===== src/ddm_pkg.sv =====
// ---------------------------------------------------------------------------
// ddm_pkg: shared types and constants of the differential drive mixer
// Q1.14 formats, register indexes, item and mode codes, clamp helpers.
// ---------------------------------------------------------------------------
package ddm_pkg;

	localparam int Q_FRAC       = 14;
	localparam int Q_ONE        = 1 << Q_FRAC;
	localparam int PWM_BITS_DEF = 8;

	localparam int CFG_IDX_W  = 2;
	localparam int CFG_DATA_W = 16;

	localparam logic [15:0] DEADMAN_RST  = 16'd300;
	localparam logic [15:0] TURN_GAIN_RST = 16'd16384;
	localparam logic [7:0]  PWM_FLOOR_RST = 8'd0;
	localparam logic [14:0] DEADBAND_RST  = 15'd164;

	localparam logic FUNC_CMD  = 1'b0;
	localparam logic FUNC_TICK = 1'b1;

	typedef enum logic [CFG_IDX_W-1:0] {
		REG_DEADMAN   = 2'd0,
		REG_TURN_GAIN = 2'd1,
		REG_PWM_FLOOR = 2'd2,
		REG_DEADBAND  = 2'd3
	} reg_idx_t;

	typedef enum logic [1:0] {
		MODE_ACTIVE  = 2'd0,
		MODE_TIMEOUT = 2'd1,
		MODE_ESTOP   = 2'd2
	} mode_t;

	function automatic logic signed [18:0] sx19(input logic signed [15:0] v);
		return {{3{v[15]}}, v};
	endfunction

	function automatic logic signed [15:0] clamp_q(input logic signed [18:0] v);
		logic signed [18:0] hi;
		logic signed [18:0] lo;
		hi = 19'sd16384;
		lo = -19'sd16384;
		if (v > hi) begin
			return 16'sd16384;
		end else if (v < lo) begin
			return -16'sd16384;
		end
		return v[15:0];
	endfunction

	function automatic logic [14:0] mag_q(input logic signed [15:0] v);
		logic [15:0] n;
		n = -v;
		return v[15] ? n[14:0] : v[14:0];
	endfunction

endpackage


===== src/ddm_if.sv =====
// ---------------------------------------------------------------------------
// ddm channel interfaces
// Command/tick input, result output and register write channels.
// ---------------------------------------------------------------------------
interface ddm_cmd_if;
	logic               valid;
	logic               ready;
	logic               func;
	logic signed [15:0] throttle_cmd;
	logic signed [15:0] turn_cmd;
	logic               estop_req;
	logic               clear_req;

	modport source (output valid, func, throttle_cmd, turn_cmd, estop_req, clear_req,
		input ready);
	modport sink (input valid, func, throttle_cmd, turn_cmd, estop_req, clear_req,
		output ready);
endinterface

interface ddm_res_if;
	logic       valid;
	logic       ready;
	logic [7:0] left_duty;
	logic       left_forward;
	logic [7:0] right_duty;
	logic       right_forward;
	logic [1:0] drive_mode;
	logic       latched_now;
	logic       cleared_now;

	modport source (output valid, left_duty, left_forward, right_duty, right_forward,
		drive_mode, latched_now, cleared_now, input ready);
	modport sink (input valid, left_duty, left_forward, right_duty, right_forward,
		drive_mode, latched_now, cleared_now, output ready);
endinterface

interface ddm_cfg_if;
	logic                           valid;
	logic                           ready;
	logic [ddm_pkg::CFG_IDX_W-1:0]  index;
	logic [ddm_pkg::CFG_DATA_W-1:0] data;

	modport source (output valid, index, data, input ready);
	modport sink (input valid, index, data, output ready);
endinterface


===== src/diff_drive_mixer_with_estop_deadman.sv =====
// ---------------------------------------------------------------------------
// diff_drive_mixer_with_estop_deadman
// Arcade-drive mixer for two wheels with e-stop latch and deadman timer.
// ---------------------------------------------------------------------------
// Takes one command or tick beat per clock while the pipeline is not full and
// stalled, and returns one result beat for each, in order. The latch, counter
// and held command update at acceptance, then the turn-by-gain multiply, the
// wheel mix and the PWM scaling each take one register stage before the result
// leaves the output register. Every stage holds only while the stage after
// it is full and stalled, so a waiting result does not block new beats
// while any stage is empty. Register writes are taken in any cycle.
// ---------------------------------------------------------------------------
module diff_drive_mixer_with_estop_deadman #(
	parameter int PWM_BITS = ddm_pkg::PWM_BITS_DEF
) (
	input  logic       clk,
	input  logic       arst_n,
	ddm_cmd_if.sink    cmd,
	ddm_res_if.source  res,
	ddm_cfg_if.sink    cfg
);
	import ddm_pkg::*;

	localparam int MW = 15 + PWM_BITS;
	localparam int CW = (PWM_BITS > 8) ? PWM_BITS : 8;
	localparam logic [CW-1:0] PwmMax = CW'((1 << PWM_BITS) - 1);

	logic [15:0] deadman_q;
	logic [15:0] turn_gain_q;
	logic [7:0]  pwm_floor_q;
	logic [14:0] deadband_q;

	logic               estop_q;
	logic [15:0]        ms_q;
	logic signed [15:0] held_t_q;
	logic signed [15:0] held_r_q;

	logic               valid_s1, valid_s2, valid_s3, valid_s4;
	logic               en_s1, en_s2, en_s3, en_s4;
	logic               cmd_acc;

	logic signed [15:0] t_in, r_in;
	logic               latch_set, clear_ok, estop_nx;
	logic [15:0]        ms_nx;
	logic signed [15:0] held_t_nx, held_r_nx;
	mode_t              mode_nx;

	mode_t              mode_s1, mode_s2, mode_s3;
	logic signed [15:0] t_s1, r_s1, t_s2;
	logic               latched_s1, latched_s2, latched_s3;
	logic               cleared_s1, cleared_s2, cleared_s3;
	logic signed [32:0] prod_s2;
	logic signed [15:0] left_s3, right_s3;

	logic signed [32:0] prod_adj;
	logic signed [15:0] r_scaled;
	logic signed [15:0] left_mix, right_mix;

	logic [7:0] left_duty_s4, right_duty_s4;
	logic       left_fwd_s4, right_fwd_s4;
	logic [1:0] mode_s4;
	logic       latched_s4, cleared_s4;

	function automatic logic [7:0] duty_of(input logic signed [15:0] x,
		input logic [7:0] floor_v);
		logic [14:0]   m;
		logic [MW-1:0] scaled;
		logic [CW-1:0] pwm;
		m = mag_q(x);
		scaled = (MW'(m) << PWM_BITS) - MW'(m);
		pwm = CW'(scaled >> Q_FRAC);
		if (pwm != '0 && pwm < CW'(floor_v)) begin
			pwm = CW'(floor_v);
		end
		if (pwm > PwmMax) begin
			pwm = PwmMax;
		end
		return pwm[7:0];
	endfunction

	// register writes
	assign cfg.ready = 1'b1;

	always_ff @(posedge clk or negedge arst_n) begin
		if (!arst_n) begin
			deadman_q   <= DEADMAN_RST;
			turn_gain_q <= TURN_GAIN_RST;
			pwm_floor_q <= PWM_FLOOR_RST;
			deadband_q  <= DEADBAND_RST;
		end else if (cfg.valid) begin
			unique case (reg_idx_t'(cfg.index))
				REG_DEADMAN:   deadman_q   <= cfg.data;
				REG_TURN_GAIN: turn_gain_q <= cfg.data;
				REG_PWM_FLOOR: pwm_floor_q <= cfg.data[7:0];
				REG_DEADBAND:  deadband_q  <= cfg.data[14:0];
				default:       deadman_q   <= deadman_q;
			endcase
		end
	end

	// stage handshake
	assign en_s4 = !valid_s4 || res.ready;
	assign en_s3 = !valid_s3 || en_s4;
	assign en_s2 = !valid_s2 || en_s3;
	assign en_s1 = !valid_s1 || en_s2;
	assign cmd.ready = en_s1;
	assign cmd_acc = cmd.valid && en_s1;

	// state update on acceptance
	always_comb begin
		t_in = clamp_q(sx19(cmd.throttle_cmd));
		r_in = clamp_q(sx19(cmd.turn_cmd));
		latch_set = 1'b0;
		clear_ok = 1'b0;
		estop_nx = estop_q;
		held_t_nx = held_t_q;
		held_r_nx = held_r_q;
		ms_nx = ms_q;
		if (cmd.func == FUNC_CMD) begin
			latch_set = cmd.estop_req;
			clear_ok = (estop_q || cmd.estop_req) && cmd.clear_req &&
				(mag_q(t_in) < deadband_q) && (mag_q(r_in) < deadband_q);
			estop_nx = (estop_q || cmd.estop_req) && !clear_ok;
			held_t_nx = t_in;
			held_r_nx = r_in;
			ms_nx = '0;
		end else if (ms_q != 16'hFFFF) begin
			ms_nx = ms_q + 16'd1;
		end
		if (estop_nx) begin
			mode_nx = MODE_ESTOP;
		end else if (ms_nx > deadman_q) begin
			mode_nx = MODE_TIMEOUT;
		end else begin
			mode_nx = MODE_ACTIVE;
		end
	end

	always_ff @(posedge clk or negedge arst_n) begin
		if (!arst_n) begin
			estop_q  <= 1'b0;
			ms_q     <= '0;
			held_t_q <= '0;
			held_r_q <= '0;
		end else if (cmd_acc) begin
			estop_q  <= estop_nx;
			ms_q     <= ms_nx;
			held_t_q <= held_t_nx;
			held_r_q <= held_r_nx;
		end
	end

	// mix arithmetic
	always_comb begin
		prod_adj = prod_s2 + (prod_s2[32] ? 33'sd16383 : 33'sd0);
		r_scaled = clamp_q(prod_adj[32:14]);
		left_mix = clamp_q(sx19(t_s2) + sx19(r_scaled));
		right_mix = clamp_q(sx19(t_s2) - sx19(r_scaled));
	end

	always_ff @(posedge clk or negedge arst_n) begin
		if (!arst_n) begin
			valid_s1 <= 1'b0;
			valid_s2 <= 1'b0;
			valid_s3 <= 1'b0;
			valid_s4 <= 1'b0;
		end else begin
			if (en_s1) begin
				valid_s1 <= cmd_acc;
			end
			if (en_s2) begin
				valid_s2 <= valid_s1;
			end
			if (en_s3) begin
				valid_s3 <= valid_s2;
			end
			if (en_s4) begin
				valid_s4 <= valid_s3;
			end
		end
	end

	always_ff @(posedge clk) begin
		if (en_s1) begin
			mode_s1    <= mode_nx;
			t_s1       <= held_t_nx;
			r_s1       <= held_r_nx;
			latched_s1 <= (cmd.func == FUNC_CMD) && latch_set;
			cleared_s1 <= clear_ok;
		end
		if (en_s2) begin
			mode_s2    <= mode_s1;
			t_s2       <= t_s1;
			prod_s2    <= r_s1 * $signed({1'b0, turn_gain_q});
			latched_s2 <= latched_s1;
			cleared_s2 <= cleared_s1;
		end
		if (en_s3) begin
			mode_s3    <= mode_s2;
			left_s3    <= left_mix;
			right_s3   <= right_mix;
			latched_s3 <= latched_s2;
			cleared_s3 <= cleared_s2;
		end
		if (en_s4) begin
			mode_s4    <= mode_s3;
			latched_s4 <= latched_s3;
			cleared_s4 <= cleared_s3;
			if (mode_s3 == MODE_ACTIVE) begin
				left_duty_s4  <= duty_of(left_s3, pwm_floor_q);
				right_duty_s4 <= duty_of(right_s3, pwm_floor_q);
				left_fwd_s4   <= !left_s3[15];
				right_fwd_s4  <= !right_s3[15];
			end else begin
				left_duty_s4  <= '0;
				right_duty_s4 <= '0;
				left_fwd_s4   <= 1'b0;
				right_fwd_s4  <= 1'b0;
			end
		end
	end

	assign res.valid         = valid_s4;
	assign res.left_duty     = left_duty_s4;
	assign res.left_forward  = left_fwd_s4;
	assign res.right_duty    = right_duty_s4;
	assign res.right_forward = right_fwd_s4;
	assign res.drive_mode    = mode_s4;
	assign res.latched_now   = latched_s4;
	assign res.cleared_now   = cleared_s4;

	a_latch_mode: assert property (@(posedge clk) disable iff (!arst_n)
		res.valid && res.latched_now && !res.cleared_now |-> res.drive_mode == MODE_ESTOP)
		else $error("latching result not in e-stop mode");

	a_stop_zero: assert property (@(posedge clk) disable iff (!arst_n)
		res.valid && res.drive_mode != MODE_ACTIVE |->
		res.left_duty == '0 && res.right_duty == '0 && !res.left_forward &&
		!res.right_forward)
		else $error("stopped result drives a wheel");

	a_tick_keeps_latch: assert property (@(posedge clk) disable iff (!arst_n)
		cmd_acc && cmd.func == FUNC_TICK |=> estop_q == $past(estop_q))
		else $error("tick changed the e-stop latch");

	a_ms_saturates: assert property (@(posedge clk) disable iff (!arst_n)
		cmd_acc && cmd.func == FUNC_TICK && ms_q == 16'hFFFF |=> ms_q == 16'hFFFF)
		else $error("millisecond counter wrapped");

	a_cleared_needs_cmd: assert property (@(posedge clk) disable iff (!arst_n)
		valid_s1 && cleared_s1 |-> !$past(estop_nx) || !$past(cmd_acc))
		else $error("clear reported while latch stays set");

endmodule


===== src/flat_wrapper.sv =====
// flat-port wrapper written by rule: the top's interface ports become plain ports
module diff_drive_mixer_with_estop_deadman_flat import ddm_pkg::*;
#(
	parameter int PWM_BITS = ddm_pkg::PWM_BITS_DEF
)
  (clk, arst_n, cmd_valid, cmd_func, cmd_throttle_cmd, cmd_turn_cmd, cmd_estop_req, cmd_clear_req, cmd_ready, res_valid, res_left_duty, res_left_forward, res_right_duty, res_right_forward, res_drive_mode, res_latched_now, res_cleared_now, res_ready, cfg_valid, cfg_index, cfg_data, cfg_ready);
  ddm_cmd_if cmd_i ();
  ddm_res_if res_i ();
  ddm_cfg_if cfg_i ();
  input  logic clk;
  input  logic arst_n;
  input wire logic [$bits(cmd_i.valid)-1:0] cmd_valid;
  input wire logic [$bits(cmd_i.func)-1:0] cmd_func;
  input wire logic [$bits(cmd_i.throttle_cmd)-1:0] cmd_throttle_cmd;
  input wire logic [$bits(cmd_i.turn_cmd)-1:0] cmd_turn_cmd;
  input wire logic [$bits(cmd_i.estop_req)-1:0] cmd_estop_req;
  input wire logic [$bits(cmd_i.clear_req)-1:0] cmd_clear_req;
  output wire logic [$bits(cmd_i.ready)-1:0] cmd_ready;
  output wire logic [$bits(res_i.valid)-1:0] res_valid;
  output wire logic [$bits(res_i.left_duty)-1:0] res_left_duty;
  output wire logic [$bits(res_i.left_forward)-1:0] res_left_forward;
  output wire logic [$bits(res_i.right_duty)-1:0] res_right_duty;
  output wire logic [$bits(res_i.right_forward)-1:0] res_right_forward;
  output wire logic [$bits(res_i.drive_mode)-1:0] res_drive_mode;
  output wire logic [$bits(res_i.latched_now)-1:0] res_latched_now;
  output wire logic [$bits(res_i.cleared_now)-1:0] res_cleared_now;
  input wire logic [$bits(res_i.ready)-1:0] res_ready;
  input wire logic [$bits(cfg_i.valid)-1:0] cfg_valid;
  input wire logic [$bits(cfg_i.index)-1:0] cfg_index;
  input wire logic [$bits(cfg_i.data)-1:0] cfg_data;
  output wire logic [$bits(cfg_i.ready)-1:0] cfg_ready;
  assign cmd_i.valid = cmd_valid;
  assign cmd_i.func = cmd_func;
  assign cmd_i.throttle_cmd = cmd_throttle_cmd;
  assign cmd_i.turn_cmd = cmd_turn_cmd;
  assign cmd_i.estop_req = cmd_estop_req;
  assign cmd_i.clear_req = cmd_clear_req;
  assign cmd_ready = cmd_i.ready;
  assign res_valid = res_i.valid;
  assign res_left_duty = res_i.left_duty;
  assign res_left_forward = res_i.left_forward;
  assign res_right_duty = res_i.right_duty;
  assign res_right_forward = res_i.right_forward;
  assign res_drive_mode = res_i.drive_mode;
  assign res_latched_now = res_i.latched_now;
  assign res_cleared_now = res_i.cleared_now;
  assign res_i.ready = res_ready;
  assign cfg_i.valid = cfg_valid;
  assign cfg_i.index = cfg_index;
  assign cfg_i.data = cfg_data;
  assign cfg_ready = cfg_i.ready;
  diff_drive_mixer_with_estop_deadman #(.PWM_BITS(PWM_BITS)) u_core (.clk(clk), .arst_n(arst_n), .cmd(cmd_i), .res(res_i), .cfg(cfg_i));
endmodule

===== config.mk =====
export PLATFORM = sky130hd
export DESIGN_NAME = diff_drive_mixer_with_estop_deadman_flat
export DESIGN_NICKNAME = d
export VERILOG_FILES = /design/src/ddm_pkg.sv /design/src/ddm_if.sv /design/src/diff_drive_mixer_with_estop_deadman.sv /design/src/flat_wrapper.sv
export SDC_FILE = /design/constraint.sdc
export NUM_CORES = 1
export LEC_CHECK = 0
export BUFFER_PORTS_ARGS = -buffer_cell sky130_fd_sc_hd__clkbuf_2
export CORE_MARGIN = 10
export CORE_UTILIZATION = 45
export DETAILED_ROUTE_END_ITERATION = 10
export HOLD_SLACK_MARGIN = 0.03
export PLACE_DENSITY = 0.69
export SYNTH_ARGS = -nofsm -noshare
export SYNTH_HDL_FRONTEND = slang
export SYNTH_SLANG_ARGS = --single-unit

===== constraint.sdc =====
create_clock -name clk -period 9.1 [get_ports clk]
set_input_delay 1.82 -clock clk [delete_from_list [all_inputs] [get_ports clk]]
set_output_delay 1.82 -clock clk [all_outputs]
set_load 0.02 [all_outputs]

==> flow_metrics.py <==
metrics = {
    "outcome": {
        "result_of_the_run": "finished, final reports clean",
    },
    "die": {
        "die_w_um": 255.7,
        "design.die.area_um2": 65400,
        "coreArea_um2": 55090,
        "placement_rows": 86,
        "ios": 83,
        "starting_density_of_the_core_pct": 45.39,
        "die_h_um": 255.7,
    },
    "synthesis": {
        "number_of_synthesized_register_bits": 255,
        "yosys-top-cells-area": "sky130_fd_sc_hd__edfxtp_1, sky130_fd_sc_hd__fa_1, sky130_fd_sc_hd__ha_1",
        "synth-async-reset-ratio_pct": 42.35,
        "post_synth_net_total": 3160,
        "yosys.cell_types.count": 87,
        "synthesis.area_per_instance_um2": 9.408,
        "post_synth_most_frequent_cells": "sky130_fd_sc_hd__nand2_1, sky130_fd_sc_hd__inv_1, sky130_fd_sc_hd__ha_1",
        "synthesis.yosys.warnings": 0,
        "synthesis.instances": 2658,
        "synth.top_cell.area_share_pct": 17.65,
        "yosys.area.top_type": "sky130_fd_sc_hd__edfxtp_1",
        "yosys.cell_count.top_type": "sky130_fd_sc_hd__nand2_1",
        "synth_area_um2": 25010,
        "ys_seq_area_share_pct": 28.50,
        "number_of_synthesized_flops_with_an_enable_pin": 147,
        "synthFlopType": "sky130_fd_sc_hd__edfxtp_1",
    },
    "clocking": {
        "post_cts.repair.setup_buffers": 0,
        "ctsHtreeMaxLevel": 1,
        "tritoncts_buffer_count": 31,
        "clk_slew_on_worst_s_h_paths_ps": 60,
        "clock_tree.buffer_depth": 3,
        "cts-resized-gates": 0,
        "cts-hold-fix-buffers": 0,
        "clock-sinks": 255,
        "cts_tree": "done",
        "cts_root_buf": "sky130_fd_sc_hd__clkbuf_16",
        "insertion_delay_ps": 600,
    },
    "global_route": {
        "grt_pass1_vias": 19286,
        "groute.usage.overall_pct": 19.12,
        "antenna_found_initial": 0,
        "grt_remaining_overflow": 0,
        "grt_max_degree": 70,
        "grt_first_pass_wirelength_um": 103100,
    },
    "worst_hold_path": {
        "timing.hold.worst.class": "register to register",
    },
    "timing": {
        "slew_headroom_pct": 26.56,
        "maxClockFrequency_mhz": 139.5,
        "grt_setup_unrepaired": "false",
        "final-setup-viol-count": 0,
        "final_slew_viol_count": 0,
        "worstMarginPinSlew_ps": 1098,
        "finalHoldViolCount": 0,
        "period_needed_ps": 7168,
        "final.period_utilization_pct": 78.77,
        "setup_total_negative_slack_ps": 0,
        "worst_clock_skew_ps": 11.67,
    },
    "final_layout": {
        "area_of_combinational_cells_with_multiple_inputs_um2": 16330,
        "post_route_cells_drive_above_1_share_pct": 9.128,
        "flow.area_growth_from_synthesis_pct": 8.706,
        "finish.net_count": 3194,
        "num_antenna_cells": 0,
        "fillers": 5044,
        "register_area_um2": 7127,
    },
    "route": {
        "post_drt_via_cell_ratio": 5.483,
        "detail-route-antenna-nets": 0,
        "via_count": 18997,
        "dr.pass1.iters": 7,
        "drc": 0,
        "drt-initial-drc-count": 1318,
        "wl_per_cell_um": 18.20,
        "totalWireLength_um": 63050,
    },
    "worst_setup_path": {
        "cp.arrival_ps": 7510,
        "crit_required_ps": 9440,
        "critPathKind": "register to register",
        "timing.critical_path.from_type": "register",
        "timing.critical_path.to_type": "register",
        "worstPathMaxFanout": 17,
        "worst-r2r-setup-slack_ps": 1930,
    },
    "run": {
        "drv.max_cap_violation_count": 0,
    },
    "placed_design": {
        "port_buffers": 81,
        "hpwlAfterDp_um": 49610,
        "gp_routability_congestion": 0.9201,
    },
}
## layer usage
metal  GRT usage (%)  share of wire (%)  vias up
met2           32.21                 48      531
met3           2.356                5.2      115
met1           25.02                 44     9316
met5               0                  0        -
met4           6.547                3.2        0
li1                -                  -     9035
## worst paths after layout
path                                  startpoint                 end  cells past startpoint
max in group asynchronous                 arst_n  u_core.held_r_q[6]                      2
hold / removal                   u_core.t_s1[11]     u_core.t_s2[11]                      0
setup / recovery           u_core.turn_gain_q[6]  u_core.prod_s2[32]                     20
setup reg to reg           u_core.turn_gain_q[6]  u_core.prod_s2[32]                     20
hold reg to reg                  u_core.t_s1[11]     u_core.t_s2[11]                      0
min in group asynchronous                 arst_n    u_core.res.valid                      1
## worst max-delay path, stage by stage (launching register included)
cell and delay, ps:
sky130_fd_sc_hd__dfrtp_1 770, sky130_fd_sc_hd__nand2_1 170, sky130_fd_sc_hd__fa_1 570, sky130_fd_sc_hd__inv_1 50, sky130_fd_sc_hd__fa_1 550, sky130_fd_sc_hd__fa_1 450
sky130_fd_sc_hd__fa_1 490, sky130_fd_sc_hd__inv_1 50, sky130_fd_sc_hd__fa_1 520, sky130_fd_sc_hd__inv_1 50, sky130_fd_sc_hd__fa_1 470, sky130_fd_sc_hd__ha_1 370
sky130_fd_sc_hd__a21o_1 180, sky130_fd_sc_hd__a21o_1 190, sky130_fd_sc_hd__a21oi_1 210, sky130_fd_sc_hd__o211ai_1 160, sky130_fd_sc_hd__a221oi_1 580, sky130_fd_sc_hd__o21ai_1 240
sky130_fd_sc_hd__or4b_1 510, sky130_fd_sc_hd__a31oi_1 220, sky130_fd_sc_hd__xnor2_1 80
## layout make-up
cell class / instances / area share, %
Multi-Input combinational cell: 1990 / 60.05
Tap cell: 748 / 3.443
Clock inverter: 17 / 0.8929
Sequential cell: 255 / 26.22
Clock buffer: 41 / 3.144
Timing Repair Buffer: 92 / 1.804
Inverter: 322 / 4.446
## state kept, by name, summed over array words and instances, names as in the netlist, 16 cells and up
name and cells:
u_core.t_s1 16, u_core.left_s3 16, u_core.held_r_q 16, u_core.ms_q 16, u_core.held_t_q 16, u_core.prod_s2 33
u_core.turn_gain_q 16, u_core.deadman_q 16, u_core.t_s2 16, u_core.right_s3 16, u_core.r_s1 16
## cell families (layout without fill, tap and decap cells)
logic type / count (synthesis) / count (layout) / share of synthesized area (%)
compound gates: 431 / 431 / 11.14
xor+xnor: 130 / 130 / 4.643
fa+ha+maj: 444 / 444 / 28.10
buf+inv: 413 / 472 / 6.259
flops: 255 / 255 / 28.50
mux: 83 / 83 / 3.632
other cells: 1 / 1 / 0.01500
simple gates: 901 / 901 / 17.72
## metrics by stage
step                cell area (µm²)  hold WS [ps]  util [%]  cells  worst slack, ps
floorplan                     25010         400.3         -   2658             2550
global placement              26090         402.6     47.35   3407             2070
detailed placement            26090         404.5     47.35   3407             1946
CTS                           27180         416.6     49.34   3465             1941
global route                  27180         416.8     49.34   3465             1455
finish                        27180         417.2     49.34   3465             1932
## cell usage in the layout (no fill, tap or decap), types with 12 or more instances in the layout
| cell type | instances |
|---|---|
| sky130_fd_sc_hd__a21o_1 | 35 |
| sky130_fd_sc_hd__a21oi_1 | 100 |
| sky130_fd_sc_hd__and2_1 | 128 |
| sky130_fd_sc_hd__and3_1 | 17 |
| sky130_fd_sc_hd__buf_4 | 12 |
| sky130_fd_sc_hd__clkbuf_16 | 32 |
| sky130_fd_sc_hd__clkbuf_2 | 80 |
| sky130_fd_sc_hd__dfrtp_1 | 100 |
| sky130_fd_sc_hd__edfxtp_1 | 147 |
| sky130_fd_sc_hd__fa_1 | 196 |
| sky130_fd_sc_hd__ha_1 | 248 |
| sky130_fd_sc_hd__inv_1 | 322 |
| sky130_fd_sc_hd__mux2_2 | 62 |
| sky130_fd_sc_hd__mux2i_1 | 21 |
| sky130_fd_sc_hd__nand2_1 | 373 |
| sky130_fd_sc_hd__nand2b_1 | 40 |
| sky130_fd_sc_hd__nand3_1 | 33 |
| sky130_fd_sc_hd__nand4_1 | 26 |
| sky130_fd_sc_hd__nor2_1 | 115 |
| sky130_fd_sc_hd__nor2b_1 | 36 |
| sky130_fd_sc_hd__nor3_1 | 42 |
| sky130_fd_sc_hd__nor4_1 | 17 |
| sky130_fd_sc_hd__o21a_1 | 16 |
| sky130_fd_sc_hd__o21ai_0 | 100 |
| sky130_fd_sc_hd__o21ai_1 | 40 |
| sky130_fd_sc_hd__o21bai_1 | 13 |
| sky130_fd_sc_hd__o31ai_1 | 20 |
| sky130_fd_sc_hd__or2_2 | 12 |
| sky130_fd_sc_hd__or3_1 | 20 |
| sky130_fd_sc_hd__xnor2_1 | 82 |
| sky130_fd_sc_hd__xor2_1 | 45 |
Power is left out: the tool's default activity adds up to more than one toggle a clock period on the data nets, which glitch-free logic cannot reach.
